--- config.mk ---
export PLATFORM = sky130hd
export DESIGN_NAME = interval_timer_table_top
export DESIGN_NICKNAME = d
export VERILOG_FILES = /design/src/rtl/itt_pkg.sv /design/src/rtl/itt_cell.sv /design/src/rtl/interval_timer_table_top.sv
export SDC_FILE = /design/constraint.sdc
export NUM_CORES = 1
export LEC_CHECK = 0
export BUFFER_PORTS_ARGS = -buffer_cell sky130_fd_sc_hd__buf_2
export CAP_MARGIN = 20
export CELL_PAD_IN_SITES_DETAIL_PLACEMENT = 0
export CELL_PAD_IN_SITES_GLOBAL_PLACEMENT = 1
export CORE_AREA = 2 2 205 257
export CTS_CLUSTER_DIAMETER = 60
export CTS_CLUSTER_SIZE = 8
export DETAILED_ROUTE_END_ITERATION = 6
export DIE_AREA = 0 0 207 259
export PLACE_DENSITY = 0.81
export RECOVER_POWER = 25
export SLEW_MARGIN = 20
export SYNTH_ARGS = -nofsm -noshare
export SYNTH_HDL_FRONTEND = slang
export SYNTH_SLANG_ARGS = --single-unit
--- constraint.sdc ---
create_clock -name clk -period 8.6 [get_ports clk]
set_input_delay 0.86 -clock clk [delete_from_list [all_inputs] [get_ports clk]]
set_output_delay 0.86 -clock clk [all_outputs]
set_load 0.01 [all_outputs]
--- src/rtl/itt_pkg.sv ---
// Package for the interval timer table: action codes, internal operation
// codes, count width and the command/result/token struct types.
// No dependencies; used by itt_cell and interval_timer_table_top.
package itt_pkg;

    localparam int TIMER_SLOTS_DEF = 8;

    // Running counts inside the chain; 7 bits, wide enough for a table of up to 127 slots.
    localparam int CNT_W = 7;

    localparam int SEC_W   = 16;
    localparam int MICRO_W = 20;
    localparam int OUT_W   = 4;

    localparam logic [CNT_W-1:0] CNT_SAT = CNT_W'(15);

    // Action codes on the command port
    localparam logic [1:0] ACT_ARM   = 2'd0;
    localparam logic [1:0] ACT_CLEAR = 2'd1;
    localparam logic [1:0] ACT_TICK  = 2'd2;

    // Decoded operation carried down the chain
    typedef enum logic [1:0] {
        OP_NONE,
        OP_ARM,
        OP_CLEAR,
        OP_TICK
    } itt_op_t;

    typedef struct packed {
        logic [1:0]         action;
        logic               kind_is_virtual;
        logic [SEC_W-1:0]   first_delay_seconds;
        logic [MICRO_W-1:0] first_delay_micros;
        logic [SEC_W-1:0]   reload_seconds;
    } itt_cmd_t;

    typedef struct packed {
        logic [OUT_W-1:0] fired_count;
        logic [OUT_W-1:0] active_count;
        logic             table_full;
    } itt_result_t;

    // Token handed from cell to cell
    typedef struct packed {
        logic             vld;
        itt_op_t          op;
        logic [SEC_W-1:0] delay;
        logic [SEC_W-1:0] reload;
        logic             claimed;
        logic [CNT_W-1:0] fired;
        logic [CNT_W-1:0] active;
    } itt_token_t;

endpackage

--- src/rtl/itt_cell.sv ---
// One timer slot of the chain: holds valid, remaining and reload, applies the
// passing token to its slot and hands the updated token to its right neighbor.
// Depends on itt_pkg.
module itt_cell
    import itt_pkg::*;
(
    input  logic       clk,
    input  logic       rst_n,
    input  logic       handler_installed,
    input  itt_token_t tok_in,
    output itt_token_t tok_out
);

    logic             valid_reg,  valid_next;
    logic [SEC_W-1:0] remain_reg, remain_next;
    logic [SEC_W-1:0] reload_reg, reload_next;
    itt_token_t       tok_reg,    tok_next;
    logic [SEC_W-1:0] remain_dec;

    assign remain_dec = remain_reg - SEC_W'(1);

    always_comb
    begin
        valid_next  = valid_reg;
        remain_next = remain_reg;
        reload_next = reload_reg;
        tok_next    = tok_in;
        if (tok_in.vld)
        begin
            case (tok_in.op)
                OP_CLEAR:
                begin
                    valid_next  = 1'b0;
                    remain_next = '0;
                    reload_next = '0;
                end
                OP_ARM:
                begin
                    if (!valid_reg && !tok_in.claimed)
                    begin
                        valid_next       = 1'b1;
                        remain_next      = tok_in.delay;
                        reload_next      = tok_in.reload;
                        tok_next.claimed = 1'b1;
                    end
                end
                OP_TICK:
                begin
                    if (valid_reg)
                    begin
                        if (remain_reg == '0)
                        begin
                            // sub-second arm: dropped without firing
                            valid_next  = 1'b0;
                            reload_next = '0;
                        end
                        else if (remain_dec == '0)
                        begin
                            if (handler_installed)
                                tok_next.fired = tok_in.fired + CNT_W'(1);
                            if (reload_reg != '0)
                                remain_next = reload_reg;
                            else
                            begin
                                valid_next  = 1'b0;
                                remain_next = '0;
                            end
                        end
                        else
                            remain_next = remain_dec;
                    end
                end
                default:
                begin
                end
            endcase
            tok_next.active = tok_in.active + CNT_W'(valid_next);
        end
    end

    always_ff @(posedge clk or negedge rst_n)
    begin
        if (!rst_n)
        begin
            valid_reg  <= 1'b0;
            remain_reg <= '0;
            reload_reg <= '0;
            tok_reg    <= '0;
        end
        else
        begin
            valid_reg  <= valid_next;
            remain_reg <= remain_next;
            reload_reg <= reload_next;
            tok_reg    <= tok_next;
        end
    end

    assign tok_out = tok_reg;

endmodule

--- src/rtl/interval_timer_table_top.sv ---
// Interval timer table: a row of TIMER_SLOTS timer cells that a command token
// walks through, one cell per cycle, each cell registering the token.
// done is high while the token leaves the last cell; busy drops at the end of
// that cycle, so a new command is only taken once the last one is through.
// Results are a one-cycle strobe; the receiver cannot stall. Reset (rst_n low,
// asynchronous) empties all slots and clears the handler flag. Needs itt_pkg, itt_cell.
module interval_timer_table_top
    import itt_pkg::*;
#(
    parameter int TIMER_SLOTS = TIMER_SLOTS_DEF
)
(
    input  logic        clk,
    input  logic        rst_n,
    // command channel
    input  logic        start,
    output logic        busy,
    input  itt_cmd_t    cmd,
    // result strobe
    output logic        done,
    output itt_result_t result,
    // configuration: handler_installed
    input  logic        cfg_valid,
    output logic        cfg_ready,
    input  logic        cfg_data
);

    localparam int FULL_CNT = (TIMER_SLOTS > 15) ? 15 : TIMER_SLOTS;

    logic       busy_reg, busy_next;
    logic       handler_reg, handler_next;
    logic       accept;
    itt_op_t    op;
    itt_token_t tok [TIMER_SLOTS+1];
    itt_token_t tok_last;
    logic [TIMER_SLOTS-1:0] tok_vld;

    assign accept    = start && !busy_reg;
    assign cfg_ready = 1'b1;

    // Configuration register; writes must only arrive while idle, which the block itself does not enforce.
    always_comb
    begin
        handler_next = handler_reg;
        if (cfg_valid && cfg_ready)
            handler_next = cfg_data;
    end

    // Decode the command into the operation the cells apply.
    // An arm with zero delay acts as a clear; arm/clear need a virtual kind.
    always_comb
    begin
        case (cmd.action)
            ACT_ARM:
            begin
                if (!cmd.kind_is_virtual)
                    op = OP_NONE;
                else if (cmd.first_delay_seconds == '0 && cmd.first_delay_micros == '0)
                    op = OP_CLEAR;
                else
                    op = OP_ARM;
            end
            ACT_CLEAR: op = cmd.kind_is_virtual ? OP_CLEAR : OP_NONE;
            ACT_TICK:  op = OP_TICK;
            default:   op = OP_NONE;
        endcase
    end

    // Token entering the first cell
    always_comb
    begin
        tok[0]         = '0;
        tok[0].vld     = accept;
        tok[0].op      = op;
        tok[0].delay   = cmd.first_delay_seconds;
        tok[0].reload  = cmd.reload_seconds;
    end

    genvar gi;
    generate
        for (gi = 0; gi < TIMER_SLOTS; gi++)
        begin : g_cell
            itt_cell u_cell (
                .clk               (clk),
                .rst_n             (rst_n),
                .handler_installed (handler_reg),
                .tok_in            (tok[gi]),
                .tok_out           (tok[gi+1])
            );
            assign tok_vld[gi] = tok[gi+1].vld;
        end
    endgenerate

    assign tok_last = tok[TIMER_SLOTS];

    // Busy from the start transfer until the token leaves the last cell
    always_comb
    begin
        busy_next = busy_reg;
        if (accept)
            busy_next = 1'b1;
        else if (tok_last.vld)
            busy_next = 1'b0;
    end

    always_ff @(posedge clk or negedge rst_n)
    begin
        if (!rst_n)
        begin
            busy_reg    <= 1'b0;
            handler_reg <= 1'b0;
        end
        else
        begin
            busy_reg    <= busy_next;
            handler_reg <= handler_next;
        end
    end

    assign busy = busy_reg;
    assign done = tok_last.vld;

    // Counts saturate at 15 on the result port
    always_comb
    begin
        result.fired_count  = (tok_last.fired >= CNT_SAT) ? OUT_W'(15)
                                                          : tok_last.fired[OUT_W-1:0];
        result.active_count = (tok_last.active >= CNT_SAT) ? OUT_W'(15)
                                                           : tok_last.active[OUT_W-1:0];
        result.table_full   = (tok_last.op == OP_ARM) && !tok_last.claimed;
    end

    // At most one command in the chain at a time
    a_one_token: assert property (@(posedge clk) disable iff (!rst_n)
        $onehot0(tok_vld))
        else $error("more than one token in the cell chain");

    // A result only appears while a command is outstanding
    a_done_busy: assert property (@(posedge clk) disable iff (!rst_n)
        done |-> busy)
        else $error("done without busy");

    // A start transfer holds off further commands
    a_start_busy: assert property (@(posedge clk) disable iff (!rst_n)
        accept |=> busy)
        else $error("busy not raised after start transfer");

    // A dropped arm means every slot was occupied
    a_full_count: assert property (@(posedge clk) disable iff (!rst_n)
        (done && result.table_full) |-> (result.active_count == OUT_W'(FULL_CNT)))
        else $error("table_full with a free slot");

endmodule

* Word-level counts from Yosys, hierarchy flattened
Index checks and enable logic that the tools add are counted.
Storage, ports and cells: word-level logic and storage cells 447, output and inout bits 12, flip-flop bits (word level) 634, bits of input ports 60
Cells by class: reduce and logical (&&, ||, !) cells 78, muxes and demuxes 206, equality and inequality tests 59, add/sub/neg operators 22, order comparisons 2
Operators by type and width (count):
- $mux 16 | 64
- $pmux 16 s3 | 16
- $mux 7 | 39
- $logic_not 16->1 | 17
- $reduce_bool 16->1 | 8
- $sub 16x1->16 const B | 8
- $mux 15 | 8
- $reduce_and 5->1 | 16
- $mux 1 | 65
- $add 7x1->7 | 7
- $add 7x1->7 const B | 7
- $ne 2x1->1 const B | 23
- $eq 2x2->1 const B | 17
- $pmux 1 s3 | 8
- $reduce_bool 3->1 | 8
- $eq 2x1->1 const B | 10
- $logic_not 20->1 | 1
- $ne 2x2->1 const B | 9
- $logic_not 1->1 | 16
- $ge 7x4->1 const B | 2
- $logic_and 1x1->1 | 10
- $mux 4 | 2
- $mux 2 | 3
- $pmux 2 s3 | 1
- 2 further kinds | 2

* Longest topological paths before layout
depth in word-level cells 9, gate-level depth with buffers 15, gate-level depth less buffers 13

* Hierarchy
Synthesis repeated with hierarchy kept, for this count alone.
Second synthesis, totals: cells, all modules 2862, area, all modules 30860.8 µm²
Modules (own cells, without submodules):
- itt_cell at g_cell[0].u_cell ... | area each 3779.9 µm², sequential area each 2077.0 µm², cells an instance 349, times used 5
- itt_cell at g_cell[6].u_cell | area each 3936.3 µm², sequential area each 2077.0 µm², cells an instance 360, times used 1
- itt_cell at g_cell[7].u_cell | area each 3912.5 µm², sequential area each 2077.0 µm², cells an instance 365, times used 1
- itt_cell at g_cell[5].u_cell | area each 3834.9 µm², sequential area each 2077.0 µm², cells an instance 353, times used 1
- interval_timer_table_top | area each 277.8 µm², sequential area each 50.0 µm², cells an instance 39, times used 1

* Worst setup path after synthesis
OpenSTA, ideal clock, no wires.
kind register to register, start point register g_cell[5].u_cell.remain_reg[0], end point register g_cell[5].u_cell.tok_reg (netlist bit g_cell[5].u_cell.tok_out[1]), slack 4.858 ns, stages on the path, launching flop included 15, required time 8.475 ns, library setup time 0.125 ns, arrival 3.617 ns, period minus slack after synthesis 3.742 ns, buffers on the path 2, cells stage by stage dfrtp_1 inv_1 ha_1 or4b_2 clkbuf_1 nor3_1 xnor2_1 nand3_1 nor4_2 buf_2 and3_1 a211oi_1 ha_1 ha_1 mux2_2
RTL lines:
- from (decl) | RTL line itt_cell.sv:15 | logic [SEC_W-1:0] remain_reg, remain_next;
- from (signal assigned) | RTL line itt_cell.sv:93 | remain_reg <= remain_next;
- to (signal assigned) | RTL line itt_cell.sv:95 | tok_reg <= tok_next;
- to (decl) | RTL line itt_cell.sv:17 | itt_token_t tok_reg, tok_next;

==> results.md <==
* Hold Path Class: in -> async
* Cell Area, Synth at 26830 um2
* Clock share of power at 0.479
* Pint at ~4.6 mW
* I/O pins at 72
* Setup TNS at 0 ns
* Logic gate share of total power at 0.034
* Gate Count Post-Synth at 2701
* Fillers at 4451
* RePlAce Congestion at 0.9626
* Die span in y at approximately 260 um
* Crit. End Element: flop
* Type of origin of the critical path: flop
* Clock buffer count from CTS at 84
* Post_cts resized at 0
* Reg clk slew, reported paths at 0.05 ns
* Post-detailed-routing wire length at approximately 80000 um
* Per-cell routed wire length at between 20 and 25 um
* Max Root-Sink Buffers at 3
* Post-layout util at 0.5839
* H-tree levels at 3
* CP arrival at approximately 4.7 ns
* Final HPWL DP at 57080 um
* CTS tree: yes
* Async SR Flop Fraction at 1.000
* PD cells at around 200 nW/um2
* Final Non-Filler Cells at 3407
* Initial DRC Count at 1617
* Post-synth EDFFs at 0
* Syn_nets at 2799
* Critical path required time at 9.09 ns
* Failing checks: max-capacitance violations, max-slew violations
* Maxcap violations at 2
* Tmin final at 4.199 ns
* Core ar. at 51200 um2
* CTS Root Cell: clkbuf_16
* Register bit total from synthesis at 592
* Layout Nets at 2832
* Register area at 14810 um2
* Final Max Tran Viols at between 80 and 90
* RSZ-0062 raised after global routing: no
* DIE AREA at approximately 54000 um2
* Initial antenna violation count at 0
* Sequential area share after synthesis at 0.5522
* Peak VDD IR at 253.1 uV
* Residual DRC at 0
* CTS Hold Buffers Added at 0
* Synthesis Warnings at 0
* Synth Flop Type: dfrtp_1
* Lkg Pwr at 13.31 nW
* Via Count at ~21000
* Final instance area at 29890 um2
* Vias per cell at around 6.2
* Max Clock Skew at 0.02123 ns
* Run status: finished, violations left
* Top fanout value on the critical path at 22
* Slew headroom at -0.1487
* FMAX at 0.2382 GHz
* Avg Cell Area, Syn at between 9 and 10 um2
* Number of diodes at 0
* Final hold vios at 0
* GRT overflow at 0
* Placed Area at 27700 um2
* Slew @ Worst Pin at 1.723 ns
* Std cell rows at 93
* I/O Buffers at 70
* Setup violators final at 0
* Max FFs per register at 326
* Yosys cell types at slightly below 90
* Initial Utilization at 0.5239
* Kind of critical path: reg -> reg
* Setup bufs post-CTS at 0
* Die width at 207 um
* Clock Sink Count at 592
* Layout area overhead at 11.44%
* GRT Total Usage at 0.2961
* Antenna-violating nets left at 0
* Register share of total power at 0.487
* Power Total at 6.008 mW
* Area of the multi-input gates at between 10000 and 15000 um2
* Drt pass-1 iters at 5
* First-pass GRT wire length at 123000 um
* Layout cell share with drive strength beyond 1 at 0.08497
* Switching part of the total at 0.2301
* Part of the cycle the worst path needs at 0.4882
* Vias in the first global route at 21300
* Latest clock arrival within the worst-skew pair at 0.61 ns
* Largest net degree at the start of global routing at 179
* Placed instance count at 3313
* Sw power at 1.382 mW
-- through the flow --
stage	setup slack (ns)	hold WS, ns
2_1_floorplan	4.858	0.3461
5_1_grt	4.151	0.3619
6_report	4.401	0.3090
4_1_cts	4.482	0.3501
3_5_place_dp	4.510	0.3579
3_3_place_gp	4.648	0.3606
-- worst max-delay path, cell delays in order, from the launching register on --
cell and delay (ns):
dfrtp_1 0.45, inv_1 0.12, ha_1 0.30, or4b_2 0.74, nor3_1 0.37, xnor2_1 0.21, nand3_1 0.15, nor4_4 0.28
buf_4 0.31, and3_1 0.22, a211oi_1 0.07, ha_1 0.31, ha_1 0.28, mux2_2 0.26
-- power groups by stage --
stage	Sequential (mW)	Combinational [mW]	Clock, mW
6_report	2.92	0.206	2.88
4_1_cts	2.92	0.212	2.93
5_1_grt	2.93	0.231	3.05
3_5_place_dp	2.97	0.211	0
2_1_floorplan	2.92	0.0945	0
3_3_place_gp	2.97	0.209	0
-- layer usage --
| metal | track usage | vias to the layer above | wire length, um |
|---|---|---|---|
| met5 | 0 | - | 0 |
| met2 | 0.5085 | 735 | 39380 |
| li1 | - | 9751 | - |
| met3 | 0.03617 | 258 | 3735 |
| met4 | 0.2321 | 0 | 6758 |
| met1 | 0.3376 | 10330 | 28910 |
-- cells by family after synthesis --
logic type               Yosys count  synth area share
AO/OA/AOI/OAI                    702            0.1611
XOR/XNOR                          91           0.02971
adder cells (fa/ha/maj)           38           0.01772
buffers and inverters            235           0.03437
flip-flops                       592            0.5522
multiplexers                      37           0.01516
other                              1         0.0001398
AND/OR/NAND/NOR                 1005            0.1896
-- synth_stat cells (20+ instances only) --
master	count	share of area
inv_1	84	0.012
o21ai_0	255	0.048
o31ai_1	48	0.013
a21oi_1	161	0.030
nand3_1	96	0.018
or3_1	29	0.0068
xor2_1	27	0.0088
xnor2_1	64	0.021
ha_1	38	0.018
nor2_1	154	0.022
mux2_2	24	0.010
dfrtp_1	592	0.55
a31oi_1	37	0.0086
o211ai_1	24	0.0067
nand4_1	42	0.0098
and3_1	25	0.0058
nor3_1	65	0.012
nand2_1	356	0.050
nand2b_1	20	0.0047
nor4_1	77	0.018
clkbuf_1	125	0.017
a211oi_1	27	0.0076
-- layout make-up --
cell class | count | share of cell area
sequential | 592 | 0.4956
timing repair buffer | 98 | 0.01817
tap | 665 | 0.02783
inverter | 84 | 0.01055
clock buffer | 86 | 0.07057
clock inverter | 8 | 0.004018
multi-input combinational | 1874 | 0.3733
-- final timing paths --
check	from	to	slack [ns]	depth (start not counted)
worst max-delay path	g_cell[5].u_cell.remain_reg[0]	g_cell[5].u_cell.tok_out[1]	4.40	13
worst min-delay path	rst_n	g_cell[7].u_cell.remain_reg[14]	0.31	1
worst max register to register	g_cell[5].u_cell.remain_reg[0]	g_cell[5].u_cell.tok_out[1]	4.40	13
worst min register to register	g_cell[5].u_cell.tok_out[26]	g_cell[6].u_cell.tok_out[26]	0.37	0
max in group asynchronous	rst_n	g_cell[1].u_cell.remain_reg[13]	6.68	2
min in group clk	g_cell[5].u_cell.tok_out[26]	g_cell[6].u_cell.tok_out[26]	0.37	0
-- layout by cell type, fill, tap and decap left out, types with 10 or more instances in the layout --
cell type,instances
dfrtp_1,592
nand2_1,356
o21ai_0,252
a21oi_1,161
nor2_1,153
nand3_1,96
inv_1,84
clkbuf_16,84
nor4_1,76
nor3_1,64
xnor2_1,64
o31ai_1,48
nand4_1,42
clkbuf_1,40
ha_1,38
buf_2,38
a31oi_1,37
or3_1,29
xor2_1,27
a211oi_1,27
and3_1,25
o211ai_1,24
mux2_2,24
nand2b_1,20
and2_1,18
a22oi_1,18
a22o_1,18
buf_4,18
nor2b_1,15
nor3b_1,13
and4_1,13
nand3b_1,12
or2_2,12
or4_1,12
mux2i_1,11
a21o_1,10
a31o_2,10
a211o_1,10
(Power assumes the default switching activity.)
